### src/design/ddpp_pkg.sv
// ----------------------------------------------------------------------------
// ddpp_pkg: shared types and constants for the DER DH parameter parser
// Parse phases, status codes, field codes and the result record.
// ----------------------------------------------------------------------------
package ddpp_pkg;

  localparam int LEN_WIDTH      = 16;
  localparam int MAX_LEN_OCTETS = 4;

  // result queue, power-of-two depth
  localparam int RQ_DEPTH = 4;
  localparam int RQ_PTR_W = $clog2(RQ_DEPTH);

  localparam logic [7:0] TAG_SEQUENCE = 8'h30;
  localparam logic [7:0] TAG_INTEGER  = 8'h02;
  localparam logic [7:0] BYTE_ZERO    = 8'h00;

  typedef logic [LEN_WIDTH-1:0] len_t;
  typedef logic [RQ_PTR_W-1:0]  rq_ptr_t;
  typedef logic [RQ_PTR_W:0]    rq_count_t;

  typedef enum logic [3:0] {
    PH_SEQ_TAG      = 4'd0,
    PH_SEQ_LEN      = 4'd1,
    PH_SEQ_LEN_MORE = 4'd2,
    PH_INT_TAG      = 4'd3,
    PH_INT_LEN      = 4'd4,
    PH_INT_LEN_MORE = 4'd5,
    PH_INT_VALUE    = 4'd6,
    PH_DONE         = 4'd7,
    PH_FAILED       = 4'd8
  } phase_t;

  typedef enum logic [2:0] {
    ST_OK        = 3'd0,
    ST_WRONG_TAG = 3'd1,
    ST_BAD_FORM  = 3'd2,
    ST_OVERRUN   = 3'd3,
    ST_EMPTY_INT = 3'd4,
    ST_TRUNCATED = 3'd5,
    ST_TRAILING  = 3'd6
  } status_t;

  localparam logic [1:0] FIELD_P = 2'd0;
  localparam logic [1:0] FIELD_G = 2'd1;
  localparam logic [1:0] FIELD_Q = 2'd2;

  typedef struct packed {
    logic       is_status;
    logic [1:0] field_id;
    logic [7:0] value_byte;
    logic       last_of_field;
    status_t    status;
    logic       q_present;
    len_t       p_length;
    len_t       g_length;
    len_t       q_length;
    logic       last_of_run;
  } result_t;

  // results produced by one accepted byte
  typedef struct packed {
    logic    val_valid;
    result_t val;
    logic    stat_valid;
    result_t stat;
  } step_t;

endpackage

### src/design/ddpp_stream_if.sv
// ----------------------------------------------------------------------------
// ddpp stream interfaces
// Valid/ready channels for input bytes and parser results.
// ----------------------------------------------------------------------------
interface ddpp_in_if;
  logic       valid;
  logic       ready;
  logic [7:0] data_byte;
  logic       end_of_buffer;

  modport source(output valid, data_byte, end_of_buffer, input ready);
  modport sink(input valid, data_byte, end_of_buffer, output ready);
endinterface

interface ddpp_out_if;
  logic                 valid;
  logic                 ready;
  logic                 is_status;
  logic [1:0]           field_id;
  logic [7:0]           value_byte;
  logic                 last_of_field;
  logic [2:0]           status;
  logic                 q_present;
  ddpp_pkg::len_t       p_length;
  ddpp_pkg::len_t       g_length;
  ddpp_pkg::len_t       q_length;
  logic                 last_of_run;

  modport source(output valid, is_status, field_id, value_byte, last_of_field, status,
                 q_present, p_length, g_length, q_length, last_of_run, input ready);
  modport sink(input valid, is_status, field_id, value_byte, last_of_field, status,
               q_present, p_length, g_length, q_length, last_of_run, output ready);
endinterface

### src/design/ddpp_core.sv
// ----------------------------------------------------------------------------
// ddpp_core: byte-serial DER TLV parse step
// Holds the parse state and computes the results of one byte.
// ----------------------------------------------------------------------------
module ddpp_core (
  input  logic              clk,
  input  logic              rst,
  input  logic              accept,
  input  logic [7:0]        data_byte,
  input  logic              end_of_buffer,
  output ddpp_pkg::step_t   step
);

  ddpp_pkg::phase_t phase, phase_next;
  ddpp_pkg::len_t   acc, acc_next;
  logic             acc_ovf, acc_ovf_next;
  logic [2:0]       len_left, len_left_next;
  ddpp_pkg::len_t   seq_rem, seq_rem_next;
  ddpp_pkg::len_t   elem_rem, elem_rem_next;
  logic [1:0]       field, field_next;
  logic             first, first_next;
  ddpp_pkg::status_t err, err_next;
  ddpp_pkg::len_t   p_len, p_len_next;
  ddpp_pkg::len_t   g_len, g_len_next;
  ddpp_pkg::len_t   q_len, q_len_next;
  logic             q_seen, q_seen_next;

  logic             do_finish;
  ddpp_pkg::len_t   fin_len;
  logic             fin_big;
  logic             in_seq;
  logic [6:0]       n_oct;
  logic             emit;
  logic             emit_last;
  ddpp_pkg::status_t st;

  assign in_seq = (phase == ddpp_pkg::PH_SEQ_LEN) || (phase == ddpp_pkg::PH_SEQ_LEN_MORE);
  assign n_oct  = data_byte[6:0];

  always_comb begin
    phase_next    = phase;
    acc_next      = acc;
    acc_ovf_next  = acc_ovf;
    len_left_next = len_left;
    seq_rem_next  = seq_rem;
    elem_rem_next = elem_rem;
    field_next    = field;
    first_next    = first;
    err_next      = err;
    p_len_next    = p_len;
    g_len_next    = g_len;
    q_len_next    = q_len;
    q_seen_next   = q_seen;
    do_finish     = 1'b0;
    fin_len       = '0;
    fin_big       = 1'b0;
    emit          = 1'b0;
    emit_last     = 1'b0;

    case (phase)
      ddpp_pkg::PH_SEQ_TAG: begin
        if (data_byte != ddpp_pkg::TAG_SEQUENCE) begin
          err_next   = ddpp_pkg::ST_WRONG_TAG;
          phase_next = ddpp_pkg::PH_FAILED;
        end else begin
          phase_next = ddpp_pkg::PH_SEQ_LEN;
        end
      end
      ddpp_pkg::PH_SEQ_LEN, ddpp_pkg::PH_INT_LEN: begin
        if (!in_seq) seq_rem_next = seq_rem - 1'b1;
        if (data_byte[7]) begin
          if (n_oct == '0 || n_oct > 7'(ddpp_pkg::MAX_LEN_OCTETS)) begin
            err_next   = ddpp_pkg::ST_BAD_FORM;
            phase_next = ddpp_pkg::PH_FAILED;
          end else if (!in_seq && ddpp_pkg::len_t'(n_oct) > seq_rem_next) begin
            err_next   = ddpp_pkg::ST_OVERRUN;
            phase_next = ddpp_pkg::PH_FAILED;
          end else begin
            len_left_next = n_oct[2:0];
            acc_next      = '0;
            acc_ovf_next  = 1'b0;
            phase_next    = in_seq ? ddpp_pkg::PH_SEQ_LEN_MORE : ddpp_pkg::PH_INT_LEN_MORE;
          end
        end else begin
          do_finish = 1'b1;
          fin_len   = ddpp_pkg::len_t'(data_byte);
        end
      end
      ddpp_pkg::PH_SEQ_LEN_MORE, ddpp_pkg::PH_INT_LEN_MORE: begin
        if (!in_seq) seq_rem_next = seq_rem - 1'b1;
        acc_next      = {acc[ddpp_pkg::LEN_WIDTH-9:0], data_byte};
        acc_ovf_next  = acc_ovf | (acc[ddpp_pkg::LEN_WIDTH-1:ddpp_pkg::LEN_WIDTH-8] != '0);
        len_left_next = len_left - 1'b1;
        if (len_left_next == '0) begin
          do_finish = 1'b1;
          fin_len   = acc_next;
          fin_big   = acc_ovf_next;
        end
      end
      ddpp_pkg::PH_INT_TAG: begin
        if (data_byte != ddpp_pkg::TAG_INTEGER) begin
          err_next   = ddpp_pkg::ST_WRONG_TAG;
          phase_next = ddpp_pkg::PH_FAILED;
        end else begin
          seq_rem_next = seq_rem - 1'b1;
          if (seq_rem_next == '0) begin
            err_next   = ddpp_pkg::ST_OVERRUN;
            phase_next = ddpp_pkg::PH_FAILED;
          end else begin
            phase_next = ddpp_pkg::PH_INT_LEN;
          end
        end
      end
      ddpp_pkg::PH_INT_VALUE: begin
        seq_rem_next  = seq_rem - 1'b1;
        elem_rem_next = elem_rem - 1'b1;
        first_next    = 1'b0;
        if (first && elem_rem > ddpp_pkg::len_t'(1) && data_byte == ddpp_pkg::BYTE_ZERO) begin
          // leading sign byte dropped
          case (field)
            ddpp_pkg::FIELD_P: p_len_next = p_len - 1'b1;
            ddpp_pkg::FIELD_G: g_len_next = g_len - 1'b1;
            default:           q_len_next = q_len - 1'b1;
          endcase
        end else begin
          emit      = 1'b1;
          emit_last = (elem_rem_next == '0);
          if (emit_last) begin
            if (seq_rem_next == '0) begin
              if (field == ddpp_pkg::FIELD_P) begin
                err_next   = ddpp_pkg::ST_OVERRUN;
                phase_next = ddpp_pkg::PH_FAILED;
              end else begin
                if (field == ddpp_pkg::FIELD_Q) q_seen_next = 1'b1;
                phase_next = ddpp_pkg::PH_DONE;
              end
            end else if (field >= ddpp_pkg::FIELD_Q) begin
              err_next   = ddpp_pkg::ST_TRAILING;
              phase_next = ddpp_pkg::PH_FAILED;
            end else begin
              field_next = field + 1'b1;
              phase_next = ddpp_pkg::PH_INT_TAG;
            end
          end
        end
      end
      default: begin
      end
    endcase

    if (do_finish) begin
      if (fin_big) begin
        err_next   = ddpp_pkg::ST_OVERRUN;
        phase_next = ddpp_pkg::PH_FAILED;
      end else if (in_seq) begin
        if (fin_len == '0) begin
          err_next   = ddpp_pkg::ST_OVERRUN;
          phase_next = ddpp_pkg::PH_FAILED;
        end else begin
          seq_rem_next = fin_len;
          field_next   = ddpp_pkg::FIELD_P;
          phase_next   = ddpp_pkg::PH_INT_TAG;
        end
      end else if (fin_len == '0) begin
        err_next   = ddpp_pkg::ST_EMPTY_INT;
        phase_next = ddpp_pkg::PH_FAILED;
      end else if (fin_len > seq_rem_next) begin
        err_next   = ddpp_pkg::ST_OVERRUN;
        phase_next = ddpp_pkg::PH_FAILED;
      end else begin
        elem_rem_next = fin_len;
        first_next    = 1'b1;
        phase_next    = ddpp_pkg::PH_INT_VALUE;
        case (field)
          ddpp_pkg::FIELD_P: p_len_next = fin_len;
          ddpp_pkg::FIELD_G: g_len_next = fin_len;
          default:           q_len_next = fin_len;
        endcase
      end
    end
  end

  always_comb begin
    st = err_next;
    if (st == ddpp_pkg::ST_OK && phase_next != ddpp_pkg::PH_DONE) st = ddpp_pkg::ST_TRUNCATED;

    step.val_valid           = accept && emit;
    step.val                 = '0;
    step.val.field_id        = field;
    step.val.value_byte      = data_byte;
    step.val.last_of_field   = emit_last;
    step.val.last_of_run     = !end_of_buffer;

    step.stat_valid          = accept && end_of_buffer;
    step.stat                = '0;
    step.stat.is_status      = 1'b1;
    step.stat.status         = st;
    step.stat.last_of_run    = 1'b1;
    if (st == ddpp_pkg::ST_OK) begin
      step.stat.q_present = q_seen_next;
      step.stat.p_length  = p_len_next;
      step.stat.g_length  = g_len_next;
      step.stat.q_length  = q_seen_next ? q_len_next : '0;
    end
  end

  always_ff @(posedge clk) begin
    if (rst || (accept && end_of_buffer)) begin
      phase    <= ddpp_pkg::PH_SEQ_TAG;
      acc      <= '0;
      acc_ovf  <= 1'b0;
      len_left <= '0;
      seq_rem  <= '0;
      elem_rem <= '0;
      field    <= ddpp_pkg::FIELD_P;
      first    <= 1'b0;
      err      <= ddpp_pkg::ST_OK;
      p_len    <= '0;
      g_len    <= '0;
      q_len    <= '0;
      q_seen   <= 1'b0;
    end else if (accept) begin
      phase    <= phase_next;
      acc      <= acc_next;
      acc_ovf  <= acc_ovf_next;
      len_left <= len_left_next;
      seq_rem  <= seq_rem_next;
      elem_rem <= elem_rem_next;
      field    <= field_next;
      first    <= first_next;
      err      <= err_next;
      p_len    <= p_len_next;
      g_len    <= g_len_next;
      q_len    <= q_len_next;
      q_seen   <= q_seen_next;
    end
  end

endmodule

### src/design/der_dh_domain_parameter_parser_top.sv
// ----------------------------------------------------------------------------
// der_dh_domain_parameter_parser_top: DER DH domain parameter parser
// Parses SEQUENCE{INTEGER p, INTEGER g [, INTEGER q]} a byte at a time.
//
//   channel  dir  payload
//   stream   in   data_byte, end_of_buffer
//   result   out  is_status, field_id, value_byte, last_of_field, status,
//                 q_present, p_length, g_length, q_length, last_of_run
//
// One byte per cycle while stream.ready is high, i.e. while the 4-entry result
// queue has room for two; the parse step is combinational from state registers
// and yields 0, 1 or 2 results per byte. Results leave one per cycle while result.ready is high.
// Synchronous reset clears the parse state and empties the queue.
// ----------------------------------------------------------------------------
module der_dh_domain_parameter_parser_top (
  input  logic           clk,
  input  logic           rst,
  ddpp_in_if.sink        stream,
  ddpp_out_if.source     result
);

  ddpp_pkg::step_t     step;
  ddpp_pkg::result_t   queue [ddpp_pkg::RQ_DEPTH];
  ddpp_pkg::result_t   head;
  ddpp_pkg::rq_ptr_t   wr_ptr, rd_ptr;
  ddpp_pkg::rq_count_t count, count_next;
  logic                accept, pop;
  logic [1:0]          push_n;

  // room for the two results one byte can yield
  assign stream.ready = (count <= ddpp_pkg::rq_count_t'(ddpp_pkg::RQ_DEPTH - 2));
  assign accept       = stream.valid && stream.ready;
  assign pop          = result.valid && result.ready;
  assign push_n       = {1'b0, step.val_valid} + {1'b0, step.stat_valid};
  assign count_next   = count + ddpp_pkg::rq_count_t'(push_n) - ddpp_pkg::rq_count_t'(pop);

  ddpp_core u_core (
    .clk           (clk),
    .rst           (rst),
    .accept        (accept),
    .data_byte     (stream.data_byte),
    .end_of_buffer (stream.end_of_buffer),
    .step          (step)
  );

  always_ff @(posedge clk) begin
    if (rst) begin
      wr_ptr <= '0;
      rd_ptr <= '0;
      count  <= '0;
    end else begin
      wr_ptr <= wr_ptr + ddpp_pkg::rq_ptr_t'(push_n);
      rd_ptr <= rd_ptr + ddpp_pkg::rq_ptr_t'(pop);
      count  <= count_next;
    end
  end

  always_ff @(posedge clk) begin
    if (step.val_valid) begin
      queue[wr_ptr] <= step.val;
      if (step.stat_valid) queue[wr_ptr + ddpp_pkg::rq_ptr_t'(1)] <= step.stat;
    end else if (step.stat_valid) begin
      queue[wr_ptr] <= step.stat;
    end
  end

  assign head = queue[rd_ptr];

  assign result.valid         = (count != '0);
  assign result.is_status     = head.is_status;
  assign result.field_id      = head.field_id;
  assign result.value_byte    = head.value_byte;
  assign result.last_of_field = head.last_of_field;
  assign result.status        = head.status;
  assign result.q_present     = head.q_present;
  assign result.p_length      = head.p_length;
  assign result.g_length      = head.g_length;
  assign result.q_length      = head.q_length;
  assign result.last_of_run   = head.last_of_run;

endmodule

### src/flat_wrapper.sv
// flat-port wrapper written by rule: the top's interface ports become plain ports
module der_dh_domain_parameter_parser_top_flat 
  (clk, rst, stream_valid, stream_data_byte, stream_end_of_buffer, stream_ready, result_valid, result_is_status, result_field_id, result_value_byte, result_last_of_field, result_status, result_q_present, result_p_length, result_g_length, result_q_length, result_last_of_run, result_ready);
  ddpp_in_if stream_i ();
  ddpp_out_if result_i ();
  input  logic clk;
  input  logic rst;
  input wire logic [$bits(stream_i.valid)-1:0] stream_valid;
  input wire logic [$bits(stream_i.data_byte)-1:0] stream_data_byte;
  input wire logic [$bits(stream_i.end_of_buffer)-1:0] stream_end_of_buffer;
  output wire logic [$bits(stream_i.ready)-1:0] stream_ready;
  output wire logic [$bits(result_i.valid)-1:0] result_valid;
  output wire logic [$bits(result_i.is_status)-1:0] result_is_status;
  output wire logic [$bits(result_i.field_id)-1:0] result_field_id;
  output wire logic [$bits(result_i.value_byte)-1:0] result_value_byte;
  output wire logic [$bits(result_i.last_of_field)-1:0] result_last_of_field;
  output wire logic [$bits(result_i.status)-1:0] result_status;
  output wire logic [$bits(result_i.q_present)-1:0] result_q_present;
  output wire logic [$bits(result_i.p_length)-1:0] result_p_length;
  output wire logic [$bits(result_i.g_length)-1:0] result_g_length;
  output wire logic [$bits(result_i.q_length)-1:0] result_q_length;
  output wire logic [$bits(result_i.last_of_run)-1:0] result_last_of_run;
  input wire logic [$bits(result_i.ready)-1:0] result_ready;
  assign stream_i.valid = stream_valid;
  assign stream_i.data_byte = stream_data_byte;
  assign stream_i.end_of_buffer = stream_end_of_buffer;
  assign stream_ready = stream_i.ready;
  assign result_valid = result_i.valid;
  assign result_is_status = result_i.is_status;
  assign result_field_id = result_i.field_id;
  assign result_value_byte = result_i.value_byte;
  assign result_last_of_field = result_i.last_of_field;
  assign result_status = result_i.status;
  assign result_q_present = result_i.q_present;
  assign result_p_length = result_i.p_length;
  assign result_g_length = result_i.g_length;
  assign result_q_length = result_i.q_length;
  assign result_last_of_run = result_i.last_of_run;
  assign result_i.ready = result_ready;
  der_dh_domain_parameter_parser_top u_core (.clk(clk), .rst(rst), .stream(stream_i), .result(result_i));
endmodule
### config.mk
export PLATFORM = sky130hd
export DESIGN_NAME = der_dh_domain_parameter_parser_top_flat
export DESIGN_NICKNAME = d
export VERILOG_FILES = /design/src/design/ddpp_pkg.sv /design/src/design/ddpp_stream_if.sv /design/src/design/ddpp_core.sv /design/src/design/der_dh_domain_parameter_parser_top.sv /design/src/flat_wrapper.sv
export SDC_FILE = /design/constraint.sdc
export NUM_CORES = 1
export LEC_CHECK = 0
export ABC_AREA = 1
export BUFFER_PORTS_ARGS = -buffer_cell sky130_fd_sc_hd__buf_2
export CAP_MARGIN = 15
export CORE_ASPECT_RATIO = 2
export CORE_MARGIN = 5
export CORE_UTILIZATION = 45
export CTS_CLUSTER_DIAMETER = 120
export DETAILED_ROUTE_END_ITERATION = 12
export PLACE_DENSITY = 0.64
export SKIP_LAST_GASP = 1
export SLEW_MARGIN = 20
export SYNTH_ARGS = -nofsm -noshare
export SYNTH_HDL_FRONTEND = slang
export SYNTH_HIERARCHICAL = 1
export SYNTH_SLANG_ARGS = --single-unit
### constraint.sdc
create_clock -name clk -period 22.3 [get_ports clk]
set_input_delay 4.46 -clock clk [delete_from_list [all_inputs] [get_ports clk]]
set_output_delay 4.46 -clock clk [all_outputs]
set_load 0.02 [all_outputs]
==> flow_metrics.env <==
export IMPL_status="finished clean"
export IMPL_dp_hpwl_mm=48.5
export IMPL_place_congestion=1.06
export IMPL_syn_area_um2=24500
export IMPL_crit_arrival_ns=9.21
export IMPL_coreArea_um2=54200
export IMPL_cts_buffers=35
export IMPL_drtAntennaViolNets=0
export IMPL_ys_ff_latch=378
export IMPL_avgViaCountPerCell=5.32
export IMPL_hp_start="u_core/u_core/acc_ovf"
export IMPL_cts_setup_buffers=0
export IMPL_min_period_ns=8.94
export IMPL_max_cap_violations=0
export IMPL_regToRegSetupSlack_ns=16.09
export IMPL_hold_ws_ns=0.447
export IMPL_peakVddDrop_v=0.0000617
export IMPL_grt_pass1_vias=20300
export IMPL_wl_mm=70.6
export IMPL_track_usage_pct=23.4
export IMPL_hold_buffers=0
export IMPL_avgSynthCellArea_um2=7.31
export IMPL_reg2reg_from="u_core/u_core/phase[2]"
export IMPL_insertion_delay_ns=0.55
export IMPL_dp_cells=3949
export IMPL_yosysMostFrequentCell="nand2_1"
export IMPL_core_rowCount=121
export IMPL_synth_top_cell_by_area="edfxtp_1"
export IMPL_cp_max_fo=17
export IMPL_synth_common_cells="820 x nand2_1, 509 x inv_1, 436 x o21ai_0, 260 x edfxtp_1, 205 x nor2_1"
export IMPL_layout_cells_non_filler=4012
export IMPL_worst_pin_slew_ns=1.03
export IMPL_die_area_um2=59500
export IMPL_cts_tree="yes"
export IMPL_initial_core_util_pct=45.2
export IMPL_hold_viol=0
export IMPL_post_route_period_util_pct=40.1
export IMPL_critical_path_required_ns=22.57
export IMPL_fin_nets=3367
export IMPL_cts_sinks=378
export IMPL_grt_util_met1_pct=25.3
export IMPL_crit_path_start="stream_data_byte[6]"
export IMPL_die_y_um=340
export IMPL_rr_worst_depth=28
export IMPL_grt_pass1_wl_mm=111
export IMPL_hold_class="reg -> reg"
export IMPL_worst_setup_path_end_kind="flop"
export IMPL_fillerInstances=5370
export IMPL_slew_violations=0
export IMPL_synthTopCellsByArea="edfxtp_1 32%, nand2_1 13%, dfxtp_1 9.6%"
export IMPL_io_buffers=79
export IMPL_async_reset_ff_share_pct=0
export IMPL_grt_util_met2_pct=43.6
export IMPL_crit_end="u_core/queue[0][8]"
export IMPL_n_antenna_cell=0
export IMPL_finClkSkew_ns=0.0191
export IMPL_via_count=21300
export IMPL_met3_usage_pct=2.54
export IMPL_power_leakage_nw=10.8
export IMPL_yosysSeqAreaShare_pct=41.5
export IMPL_synth_cell_types=55
export IMPL_path_class="in -> reg"
export IMPL_cts_htree_levels=2
export IMPL_ys_warn_count=6
export IMPL_clkSlewWorstSetupHoldPaths_ns=0.07
export IMPL_drive_gt1_share_pct=7.88
export IMPL_antenna_found_initial=0
export IMPL_grt_overflow_total=0
export IMPL_ios=80
export IMPL_yosysTopAreaCellShare_pct=31.8
export IMPL_drcViolationCount=0
export IMPL_cts_root_buf="clkbuf_16"
export IMPL_cts_resized=0
export IMPL_setup_viol=0
export IMPL_synth_edf_count=260
export IMPL_fmax_ghz=0.112
export IMPL_die_w_um=175
export IMPL_wl_per_cell_um=17.6
export IMPL_r2r_end="u_core/queue[0][8]"
export IMPL_first_iter_violations=1531
export IMPL_cts_path_max_buffers=3
export IMPL_max_slew_margin_pct=31.6
export IMPL_grt_max_degree=108
export IMPL_drt_first_pass_iters=6
export IMPL_syn_to_final_growth_pct=6.04
export IMPL_fin_setup_tns_ns=0
export IMPL_cp_start_kind="primary input"
export IMPL_synth_cells=3353
export IMPL_top_usage_layer="met2"
export IMPL_ys_flop_type="edfxtp_1"
export IMPL_rsz0062_at_grt="false"
export IMPL_power_density_nw_per_um2=108
-- layer usage --
layer  up-vias  wire length, um
met5         -                0
met4         0             4800
met3       223             2920
met2       593            36600
met1      9787            26300
li1      10700                -
-- worst max-delay path, cell delays in order --
cell and delay (ns):
buf_2 0.15, inv_1 0.25, nand2_1 0.14, nor2_1 0.14, nand4_1 0.12, nor2_1 0.22, nor2_1 0.06, buf_4 0.20
inv_1 0.17, a221oi_1 0.13, ha_1 0.33, a21oi_1 0.15, o21ai_0 0.09, o21bai_1 0.17, nand2_1 0.06, o2111ai_1 0.09
nand2_1 0.13, nand3_2 0.34, nor2_2 0.60, inv_2 0.28, o21ai_0 0.34, nor2_2 0.08, nand2_1 0.08, o21ai_0 0.18
nand2_1 0.13, o21ai_0 0.10
-- logic make-up (layout without fill, tap and decap cells) --
| kind of cell | count (synthesis) | in the layout | share of synthesized area (%) |
|---|---|---|---|
| simple gates | 1232 | 1232 | 21.4 |
| fa+ha+maj | 44 | 44 | 2.28 |
| compound gates | 878 | 878 | 19.6 |
| xor+xnor | 37 | 37 | 1.32 |
| other cells | 2 | 66 | 0.0306 |
| mux | 1 | 1 | 0.0408 |
| buf+inv | 781 | 700 | 13.9 |
| flops | 378 | 378 | 41.5 |
-- placed cells by master, fill, tap and decap left out, types with 24 or more instances in the layout --
cell       instances
nand2_1          820
inv_1            509
o21ai_0          435
edfxtp_1         260
nor2_1           204
a21oi_1          169
o21ai_1          116
dfxtp_1          116
o211ai_1          80
buf_2             79
nand3_1           79
conb_1            66
ha_1              42
clkbuf_16         37
nor2_2            32
xor2_1            25
buf_4             24
-- registers in the layout, indices dropped and copies added, names as in the netlist --
name                    cells
u_core/count                3
u_core/queue              260
u_core/rd_ptr               2
u_core/u_core/acc          16
u_core/u_core/acc_ovf       1
u_core/u_core/elem_rem     16
u_core/u_core/err           3
u_core/u_core/field         2
u_core/u_core/first         1
u_core/u_core/g_len        16
u_core/u_core/len_left      3
u_core/u_core/p_len        16
u_core/u_core/phase         4
u_core/u_core/q_len        16
u_core/u_core/q_seen        1
u_core/u_core/seq_rem      16
u_core/wr_ptr               2
-- stage by stage --
stage          utilization, %  power (W)  instance area, um2  setup WS, ns
6_report                 48.0    0.00280               26000         13.36
5_1_grt                  48.0    0.00300               26000         12.87
4_1_cts                  48.0    0.00281               26000         13.41
3_5_place_dp             45.9    0.00220               24900         12.84
3_3_place_gp             45.9    0.00220               24900         12.88
2_1_floorplan               -    0.00185               24800         10.94
-- worst min path at each step --
stage                                       end  slack, ns  cells past startpoint
after CTS                 u_core/u_core/acc_ovf       0.45                      2
after global routing      u_core/u_core/acc[15]       0.48                      2
after global placement    u_core/u_core/acc_ovf       0.43                      2
final                     u_core/u_core/acc_ovf       0.45                      2
after detailed placement  u_core/u_core/acc_ovf       0.44                      2
after floorplan           u_core/u_core/acc_ovf       0.42                      2
-- cell type report --
type	instances	area [um2]	area share (%)
flip-flops and latches	378	10200	39.1
well taps	676	846	3.25
clock buffers	49	981	3.77
repair buffers	103	576	2.21
clock inverters	14	130	0.501
inverters	534	2000	7.71
multi-input cells	2258	11300	43.4
-- power breakdown --
part | switching [W] | internal (W)
Clock | 0.000271 | 0.000333
Combinational | 0.000894 | 0.000387
Sequential | 0.0000787 | 0.000838
Note: power is estimated with default switching activity, not from simulation.
